===== src/rtl/kfce_pkg.sv =====
`timescale 1ns / 1ps
// kfce_pkg: shared types and constants for the key frequency table
// no dependencies
package kfce_pkg;
  localparam int KeyW = 32;
  localparam int CntW = 31;
  localparam int SlotW = 7;
  localparam logic [CntW-1:0] CountMax = {CntW{1'b1}};

  typedef struct packed {
    logic            rej;
    logic [KeyW-1:0] key;
  } q_item_t;

  typedef enum logic [2:0] {
    ST_INIT,
    ST_IDLE,
    ST_LK_RD,
    ST_LK_CMP,
    ST_SW_RD,
    ST_SW_CMP
  } bk_state_t;
endpackage


===== src/rtl/kfce_front.sv =====
`timescale 1ns / 1ps
// kfce_front: takes requests, flags key zero, holds them in a two-deep queue
// depends on kfce_pkg
module kfce_front import kfce_pkg::*; (
  input  logic            clk,
  input  logic            rst_n,
  input  logic            start,
  output logic            busy,
  input  logic [KeyW-1:0] in_key,
  input  logic            bk_init,
  input  logic            pop,
  output logic            q_empty,
  output q_item_t         q_head
);
  q_item_t    q_mem_r [2];
  logic       wp_r, rp_r;
  logic [1:0] cnt_r;
  logic       push;

  assign busy    = (cnt_r == 2'd2) || bk_init;
  assign push    = start && !busy;
  assign q_empty = (cnt_r == 2'd0);
  assign q_head  = q_mem_r[rp_r];

  always_ff @(posedge clk) begin
    if (push) begin
      q_mem_r[wp_r].rej <= (in_key == '0);
      q_mem_r[wp_r].key <= in_key;
    end
  end

  always_ff @(posedge clk) begin
    if (!rst_n) begin
      wp_r  <= 1'b0;
      rp_r  <= 1'b0;
      cnt_r <= 2'd0;
    end else begin
      if (push) wp_r <= !wp_r;
      if (pop) rp_r <= !rp_r;
      if (push && !pop) cnt_r <= cnt_r + 2'd1;
      else if (pop && !push) cnt_r <= cnt_r - 2'd1;
    end
  end
endmodule


===== config.mk =====
export PLATFORM = sky130hd
export DESIGN_NAME = kfce_front
export DESIGN_NICKNAME = d
export VERILOG_FILES = /design/src/rtl/kfce_pkg.sv /design/src/rtl/kfce_front.sv
export SDC_FILE = /design/constraint.sdc
export NUM_CORES = 1
export LEC_CHECK = 0
export ABC_AREA = 1
export ABC_CLOCK_PERIOD_IN_PS = 3400
export BUFFER_PORTS_ARGS = -buffer_cell sky130_fd_sc_hd__buf_2
export CORE_MARGIN = 2
export CORE_UTILIZATION = 52
export CTS_CLUSTER_SIZE = 25
export DETAILED_ROUTE_END_ITERATION = 7
export GPL_TIMING_DRIVEN = 0
export HOLD_SLACK_MARGIN = 0.12
export PLACE_DENSITY = 0.78
export SYNTH_ARGS = -nofsm -noshare
export SYNTH_HDL_FRONTEND = slang
export SYNTH_SLANG_ARGS = --single-unit

===== constraint.sdc =====
create_clock -name clk -period 3.4 [get_ports clk]
set_input_delay 0.68 -clock clk [delete_from_list [all_inputs] [get_ports clk]]
set_output_delay 0.68 -clock clk [all_outputs]
set_load 0.005 [all_outputs]

==> metrics.yaml, run 1 <==
placement:
  io_buffers: 71
  pre_cts_slack_ps: 1000
  dp.cells: 318
  dp_hpwl_mm: 3.17
  place.gp.congestion: 0.699
clock_tree:
  clockRootBuffer: "clkbuf_8"
  cts_made_buffers: 9
  cts.repair.resized: 0
  clkLatencyLatePin_ps: 320
  h-tree-depth: 3
  clkTransAtPathRegs_ps: 70
  cts_sinks: 71
  hold_buffers: 0
  cts_tree: "yes"
  postCtsSetupBuffers: 0
  clock_path_buffers: 2
logic_synthesis:
  syn_nets: 212
  syn-mean-instance-area_sq_um: 16.7
  synthArstFlopShare_pct: 0
  yosysMostFrequentCell: "edfxtp_1"
  synth-edff-count: 66
  yosysTopAreaCell: "edfxtp_1"
  synth_area_leaders: "edfxtp_1 (68%), mux2_4 (16%), nor2_1 (3.6%)"
  yosysWarnings: 0
  synth_top_area_share_pct: 68.2
  synth_area_sq_mm: 0.00290
  ys_ff_latch: 71
  synth_flop_cell: "edfxtp_1"
  syn_inst: 174
  seq_area_frac_synth_pct: 71.7
  synth_cell_types: 14
  ys_top_cells_by_count: "edfxtp_1 (66), mux2_4 (30), nor2_1 (28)"
flow_run:
  drv_cap: 0
timing:
  slew_headroom_pct: 14.5
  rsz0062_at_grt: "no"
  fin_ws_ps: 1320
  report.final.slew_viol_count: 0
  hold_slack_ps: 521
  setup_viol: 0
  period_minus_slack_ps: 2080
  worst_slew_pin_slew_ps: 1280
  period_share_pct: 61.1
  hold_viol_final: 0
  fin_skew_ps: 6.05
  fmax_mhz: 482
hold_path:
  worst_hold_path.endpoint: "rp_r$_SDFFE_PN0P_"
  min_from: "rp_r$_SDFFE_PN0P_"
  hold_depth: 2
  hold_path_class: "reg2reg"
detailed_routing:
  initialDrtViolationCount: 65
  wire_per_inst_um: 13.3
  wl_mm: 4.44
  num_vias: 1598
  drt_first_pass_iters: 3
  viasPerCell: 4.78
  ant_nets: 0
  remaining_drc_errors: 0
floorplanning:
  die_h_um: 78.7
  die_w_um: 78.7
  core-area_sq_mm: 0.00544
  rows: 27
  die_area_sq_mm: 0.00620
  io_pins: 72
  initial_core_util_pct: 53.4
final_layout:
  seqCellArea_sq_mm: 0.00208
  fin_util_pct: 65.4
  multi_input_area_sq_um: 717
  final_cells: 334
  fin_nets: 295
  syn_to_final_growth_pct: 22.5
  fillerInstances: 414
  diodes: 0
  drive_above_1_share_pct: 47.3
critical_path:
  reg2reg_to: "q_mem_r[1][16]$_DFFE_PP_"
  ff2ff_setup_slack_ps: 1380
  cp-start-kind: "flop"
  reg2reg_depth: 4
  critPathArrivalTime_ps: 1400
  cp.required_ps: 2720
  critPathKind: "reg2out"
  cp_max_fo: 10
  reg2reg_from: "cnt_r[0]$_SDFFE_PN0P_"
  worst_setup_path_end_kind: "output pin"
grt:
  grt_max_degree: 34
  overflow: 0
  grtUsageTotal_pct: 15.2
  antenna_found_initial: 0
  grt_first_pass_wirelength_mm: 6.84
  grt_pass1_vias: 1491
power:
  irDropWorstVdd_mv: 0.284
  power_density_mw_per_mm2: 513
  power.leakage_uw: 0.00146
run_status:
  status: "completed"
[layout by cell type, fill, tap and decap left out]
master	instances
clkbuf_1	2
nand2_1	20
ha_1	1
bufinv_16	1
clkinv_2	4
buf_12	4
dfxtp_1	5
inv_1	11
nand3_1	2
mux2_2	3
nor2_4	1
o21ai_0	1
a21oi_1	1
edfxtp_1	66
mux2_4	30
nand4_1	2
buf_2	71
clkbuf_8	9
buf_6	1
nor2_1	27
[power by group]
group | switching, uW | total, uW | internal (uW) | leakage (uW)
sequential | 11.8 | 1010 | 997 | 0.000647
combinational | 93.7 | 207 | 113 | 0.000712
clock | 274 | 608 | 334 | 0.0000968
[worst max path at each step]
stage	start	end	slack, ps	cells past startpoint
6_report	flop	q_head[32]	1320	4
5_1_grt	cnt_r[0]$_SDFFE_PN0P_	q_mem_r[1][13]$_DFFE_PP_	1200	4
4_1_cts	flop	q_head[32]	1300	4
3_5_place_dp	bk_init	q_mem_r[1][11]$_DFFE_PP_	1000	4
3_3_place_gp	bk_init	q_mem_r[0][11]$_DFFE_PP_	-180	4
2_1_floorplan	bk_init	q_mem_r[0][0]$_DFFE_PP_	710	3
[metal layers]
metal / GRT usage (%) / wire length [um] / vias up
met4: 8.95 / 79 / 0
met3: 3.98 / 270 / 8
met2: 26.1 / 2250 / 48
met1: 16.9 / 1840 / 755
li1: - / - / 787
met5: 0 / 0 / -
[cells by family (layout without fill, tap and decap cells)]
group,Yosys count,count (layout),synth area share [%]
flops,71,71,71.7
simple gates,52,52,6.98
mux,33,33,16.7
buf+inv,15,103,3.88
compound gates,2,2,0.344
fa+ha+maj,1,1,0.431
[registers in the layout, summed over array words and instances, names as in the netlist, named ones only]
signal,count
cnt_r,2
q_mem_r,66
rp_r,1
wp_r,1
[per-stage QoR]
step | area, sq um | TNS (ps) | power, uW
floorplan | 2900 | 0 | 1150
global placement | 3350 | -5860 | 1230
detailed placement | 3380 | 0 | 1240
CTS | 3560 | 0 | 1850
global route | 3560 | 0 | 1900
finish | 3560 | 0 | 1820
[critical path, cell delays in order, from the launching register on]
cell and delay (ps):
dfxtp_1 330, buf_6 150, buf_12 160, mux2_4 310
buf_2 130
[cell type report]
class	instances	area share [%]
clock buffer	11	3.69
inverter	11	1.16
multi-input combinational	88	20.1
clock inverter	5	1.41
sequential	71	58.5
timing repair buffer	72	10.5
buffer	4	2.00
tap	72	2.53
Note: power is estimated with default switching activity, not from simulation.
==> inputs of run 2 (changes only) <==
--- a/config.mk
+++ b/config.mk
@@ -6,15 +6,15 @@
 export NUM_CORES = 1
 export LEC_CHECK = 0
 export ABC_AREA = 1
-export ABC_CLOCK_PERIOD_IN_PS = 3400
+export ABC_CLOCK_PERIOD_IN_PS = 1700
 export BUFFER_PORTS_ARGS = -buffer_cell sky130_fd_sc_hd__buf_2
 export CORE_MARGIN = 2
-export CORE_UTILIZATION = 52
+export CORE_UTILIZATION = 47
 export CTS_CLUSTER_SIZE = 25
 export DETAILED_ROUTE_END_ITERATION = 7
 export GPL_TIMING_DRIVEN = 0
 export HOLD_SLACK_MARGIN = 0.12
-export PLACE_DENSITY = 0.78
+export PLACE_DENSITY = 0.75
 export SYNTH_ARGS = -nofsm -noshare
 export SYNTH_HDL_FRONTEND = slang
 export SYNTH_SLANG_ARGS = --single-unit
==> constraint.sdc (replaced) <==
create_clock -name clk -period 1.7 [get_ports clk]
set_input_delay 0.34 -clock clk [delete_from_list [all_inputs] [get_ports clk]]
set_output_delay 0.34 -clock clk [all_outputs]
set_load 0.005 [all_outputs]
==> run 2 against run 1 <==
Sequential power up 100%. Critical endpoint is now q_head[3]. Setup slack worse by 1400 ps. The run now ends with negative setup slack left. Via count up 5.3%. Total power up 120%. Utilization up 0.35 points. Critical path type unchanged. Sequential cell count unchanged. First-iteration DRC count down 55%.
==> metrics.yaml, run 2 (synthesis results as in run 1) <==
critical_path:
  critPathMaxStageDelay_ps: 330
  cp.depth: 4
  critPathArrivalTime_ps: 1400
  ff2ff_setup_slack_ps: 140
  cp.required_ps: 1360
  cp-start-kind: "flop"
  reg2reg_to: "q_mem_r[1][14]$_DFFE_PP_"
  critPathKind: "reg2out"
  critPathSlowestCell: "dfxtp_2"
  worstPathCellList: "buf_8, buf_12, mux2_4, buf_6"
  reg2reg_depth: 5
  worst_setup_path_end_kind: "output pin"
  reg2reg_from: "cnt_r[0]$_SDFFE_PN0P_"
  critPathTopFamily: "buffers and inverters"
  cp_max_fo: 10
  worst-path-buf-inv: 3
  crit_end: "q_head[3]"
detailed_routing:
  initialDrtViolationCount: 29
  wire_per_inst_um: 14.4
  drt_first_pass_iters: 4
  num_vias: 1682
  remaining_drc_errors: 0
  viasPerCell: 4.85
  ant_nets: 0
  wl_mm: 5.01
clock_tree:
  cts_tree: "yes"
  h-tree-depth: 3
  cts_made_buffers: 9
  clockRootBuffer: "clkbuf_8"
  clkTransAtPathRegs_ps: 70
  clkLatencyLatePin_ps: 330
  cts_sinks: 71
  clock_path_buffers: 2
final_layout:
  fin_util_pct: 65.8
  fillerInstances: 437
  largestRegisters: "q_mem_r (66), cnt_r (2)"
  final_common_cell: "edfxtp_1"
  diodes: 0
  largest_reg_flops: 66
  layout_common_cells: "edfxtp_1 (66), buf_2 (42), mux2_4 (30), buf_6 (29), nor2_1 (27)"
  syn_to_final_growth_pct: 34.9
  regMostFlops: "q_mem_r"
  drive_above_1_share_pct: 50.0
  fin_nets: 306
grt:
  antenna_found_initial: 0
  grt_pass1_vias: 1623
  overflow: 0
  grt_first_pass_wirelength_mm: 7.17
  grt_max_degree: 18
  grtUsageTotal_pct: 15.0
timing:
  rsz0062_at_grt: "yes"
  period_share_pct: 102
  report.final.slew_viol_count: 0
  worst_slew_pin_slew_ps: 357
  setup_viol: 27
  hold_viol_final: 0
  fin_ws_ps: -36.1
  hold_slack_ps: 205
  tns_ps: -674
  fin_skew_ps: 6.91
  period_minus_slack_ps: 1740
  slew_headroom_pct: 76.2
  fmax_mhz: 576
run_status:
  violations: "negative setup slack"
  status: "complete, but fails checks"
power:
  irDropWorstVdd_mv: 0.640
  power_density_mw_per_mm2: 1040
  power.leakage_uw: 0.00158
  finalPower_uw: 4080
hold_path:
  hold_path_class: "in2reg"
floorplanning:
  die_w_um: 82.6
  core-area_sq_mm: 0.00596
  die_h_um: 82.6
  io_pins: 72
  initial_core_util_pct: 48.8
  rows: 28
  die_area_sq_mm: 0.00682
placement:
  io_buffers: 71
  place.gp.congestion: 0.766
  dp_hpwl_mm: 3.00
  pre_cts_slack_ps: -387
flow_run:
  drv_cap: 0
[run 2: cell count changes in the layout (fill, tap and decap cells not counted), sizes merged]
cell      before  now
inv           11   10
clkinv         4    2
bufinv         1    3
nor2          28   29
buf           76   84
clkinvlp       0    2
[run 2: area by class of cell]
class | count | area (sq um) | area share (%)
plain buffers | 4 | 75.1 | 1.92
clock buffers | 10 | 128 | 3.26
clock inverters | 5 | 97.6 | 2.49
inverters | 11 | 45.0 | 1.15
multi-input cells | 89 | 733 | 18.7
flip-flops and latches | 71 | 2080 | 53.2
well taps | 75 | 93.8 | 2.40
repair buffers | 81 | 654 | 16.7
repair inverters | 1 | 7.51 | 0.192
[run 2: worst min path at each step]
stage,start,end,slack (ps),depth (start not counted)
finish,in_key[11],q_mem_r[0][11]$_DFFE_PP_,210,1
global route,in_key[9],q_mem_r[1][9]$_DFFE_PP_,200,1
CTS,in_key[10],q_mem_r[0][10]$_DFFE_PP_,190,1
detailed placement,rp_r$_SDFFE_PN0P_,rp_r$_SDFFE_PN0P_,490,2
global placement,rp_r$_SDFFE_PN0P_,rp_r$_SDFFE_PN0P_,480,2
floorplan,in_key[0],q_mem_r[0][0]$_DFFE_PP_,440,0
[run 2: metal layers]
layer	vias up	GRT usage [%]	part of all wire, %
met1	802	18.0	44
met2	54	24.4	49
li1	814	-	-
met3	12	3.37	5.1
met4	0	9.84	2.6
met5	-	0	0
[run 2: where the power goes]
part	switching, uW	total (uW)	leakage, uW	internal [uW]
clock network	575	1530	0.000111	957
logic	215	529	0.000825	314
registers	26.0	2020	0.000647	1990
total	816	4080	0.00158	3260
[run 2: worst reg2reg max path, delay by kind of cell, from the launching register on]
kind	cells	cell delay (ps)
and+or+nand+nor	2	440
buffers and inverters	3	470
DFF	1	360
[run 2: per-stage QoR]
stage / area (sq um) / instances
global placement: 3360 / 320
floorplan: 2910 / 174
global route: 3920 / 347
finish: 3920 / 347
detailed placement: 3360 / 320
CTS: 3760 / 341
[run 2: what timing repair did]
| action | 4_1_cts | 5_1_grt |
|---|---|---|
| hold endpoints to repair | 0 | 0 |
| resized for setup | 22 | 13 |
| setup endpoints to repair | 96 | 64 |
| gates cloned | 2 | 1 |
| hold buffers | 0 | 0 |
| buffers inserted | 4 | 5 |
| pin swaps | 2 | 0 |
==> inputs of run 3 (changes only) <==
--- a/config.mk
+++ b/config.mk
@@ -8,7 +8,6 @@
 export ABC_AREA = 1
 export ABC_CLOCK_PERIOD_IN_PS = 1700
 export BUFFER_PORTS_ARGS = -buffer_cell sky130_fd_sc_hd__buf_2
-export CORE_MARGIN = 2
 export CORE_UTILIZATION = 47
 export CTS_CLUSTER_SIZE = 25
 export DETAILED_ROUTE_END_ITERATION = 7
==> run 3 against run 2 <==
The run still ends with negative setup slack left. Wire length decreased by 1.6%. Fmax decreased by 0.43%. First-iteration DRC count increased by 6.9%. Total power decreased by 3.0%. Register-to-register slack about the same. Clock power decreased by 8%. Sequential cell count unchanged. Hold slack got worse by 6.3 ps. Global-route usage increased by 1.3 points. Cell area decreased by 0.13%.
==> metrics.yaml, run 3 (synthesis results as in run 1) <==
run_status:
  status: "complete, but fails checks"
  violations: "negative setup slack"
critical_path:
  reg2reg_from: "cnt_r[0]$_SDFFE_PN0P_"
  critPathKind: "reg2out"
  critPathArrivalTime_ps: 1400
  critPathSlowestCell: "dfxtp_2"
  ff2ff_setup_slack_ps: 140
  cp_max_fo: 10
  cp.required_ps: 1360
  worst-path-buf-inv: 3
  reg2reg_to: "q_mem_r[1][4]$_DFFE_PP_"
  reg2reg_depth: 5
  critPathTopFamily: "buffers and inverters"
  worst_setup_path_end_kind: "output pin"
  critPathMaxStageDelay_ps: 340
  cp-start-kind: "flop"
  worstPathCellList: "buf_8, buf_12, mux2_4, buf_6"
detailed_routing:
  num_vias: 1663
  drt_first_pass_iters: 4
  wire_per_inst_um: 14.3
  remaining_drc_errors: 0
  initialDrtViolationCount: 31
  viasPerCell: 4.83
  ant_nets: 0
  wl_mm: 4.93
placement:
  place.gp.congestion: 0.720
  dpl_cell_area_sq_mm: 0.00336
  io_buffers: 71
  dp_hpwl_mm: 2.97
clock_tree:
  h-tree-depth: 3
  hold_buffers: 0
  clkTransAtPathRegs_ps: 70
  clockRootBuffer: "clkbuf_8"
  cts_made_buffers: 9
  cts_tree: "yes"
  clkLatencyLatePin_ps: 340
  cts_sinks: 71
  clock_path_buffers: 2
power:
  finalPower_uw: 3960
  power_frac_seq_pct: 51.0
  intPower_uw: 3120
  irDropWorstVdd_mv: 0.604
  power.leakage_uw: 0.00157
  comb_power_share_pct: 13.4
  p_sw_share_pct: 21.1
  power_density_mw_per_mm2: 1010
  clockPowerShare_pct: 35.6
  p_sw_uw: 836
final_layout:
  fin_nets: 302
  regMostFlops: "q_mem_r"
  syn_to_final_growth_pct: 34.7
  layout_common_cells: "edfxtp_1 (66), buf_2 (39), buf_6 (33), mux2_4 (32), nor2_1 (27)"
  drive_above_1_share_pct: 50.6
  final_area_sq_mm: 0.00391
  largest_reg_flops: 66
  diodes: 0
  final_common_cell: "edfxtp_1"
  largestRegisters: "q_mem_r (66), cnt_r (2)"
grt:
  grtUsageTotal_pct: 16.4
  grt_max_degree: 18
  overflow: 0
  antenna_found_initial: 0
  grt_first_pass_wirelength_mm: 7.46
  grt_pass1_vias: 1668
timing:
  setup_viol: 30
  worst_slew_pin_slew_ps: 535
  fin_ws_ps: -43.6
  fmax_mhz: 574
  rsz0062_at_grt: "yes"
  hold_viol_final: 0
  slew_headroom_pct: 64.2
  period_minus_slack_ps: 1740
  report.final.slew_viol_count: 0
  fin_skew_ps: 5.95
  tns_ps: -805
  period_share_pct: 103
flow_run:
  drv_cap: 0
hold_path:
  hold_path_class: "in2reg"
  worst_hold_path.endpoint: "q_mem_r[1][11]$_DFFE_PP_"
  hold_depth: 1
  min_from: "in_key[11]"
floorplanning:
  die_w_um: 80.6
  core-area_sq_mm: 0.00596
  die_h_um: 80.6
  rows: 28
  initial_core_util_pct: 48.8
  die_area_sq_mm: 0.00650
  io_pins: 72
[run 3: how the worst max path moves through the flow]
stage	slack (ps)	cells past startpoint	start	to
after floorplan	70	4	cnt_r[0]$_SDFFE_PN0P_	q_mem_r[1][0]$_DFFE_PP_
after global placement	-350	4	bk_init	q_mem_r[1][14]$_DFFE_PP_
after detailed placement	-370	4	bk_init	q_mem_r[1][11]$_DFFE_PP_
after CTS	-60	4	flop	q_head[3]
after global routing	-90	4	flop	q_head[3]
final	-40	4	flop	q_head[3]
[run 3: repair_timing]
action / CTS / global route
buffers inserted: 4 / 2
pin swaps: 2 / 0
gates cloned: 2 / 0
setup endpoints to repair: 96 / 65
gates resized for setup: 24 / 19
[run 3: stage by stage]
step / hold slack [ps] / util, % / setup WS (ps) / std cells
2_1_floorplan: 439 / - / 69.2 / 174
3_5_place_dp: 489 / 56.4 / -366 / 320
3_3_place_gp: 475 / 56.4 / -354 / 320
4_1_cts: 188 / 63.2 / -60.9 / 342
6_report: 199 / 65.7 / -43.6 / 344
5_1_grt: 190 / 65.7 / -91.7 / 344
[run 3: area by class of cell]
class                           count  area (sq um)
Sequential cell                    71          2080
Fill cell                         459          2040
Multi-Input combinational cell     89           741
Timing Repair Buffer               77           654
Clock buffer                        9           124
Tap cell                           75          93.8
Clock inverter                      7          87.6
Buffer                              4          75.1
Inverter                           11          45.0
Timing Repair inverter              1          7.51
[run 3: power groups by stage]
stage	Sequential, uW	Combinational [uW]	Clock, uW
finish	2020	531	1410
global route	2030	579	1500
CTS	2020	487	1430
detailed placement	2060	409	0
global placement	2050	402	0
floorplan	2050	251	0
[run 3: routing by layer]
metal  up-vias  global-route usage [%]  wire length [um]
met5         -                       0                 0
met1       804                    17.8              2010
met2        51                    28.5              2590
li1        802                       -                 -
met3         6                    3.64               237
met4         0                    10.7                91
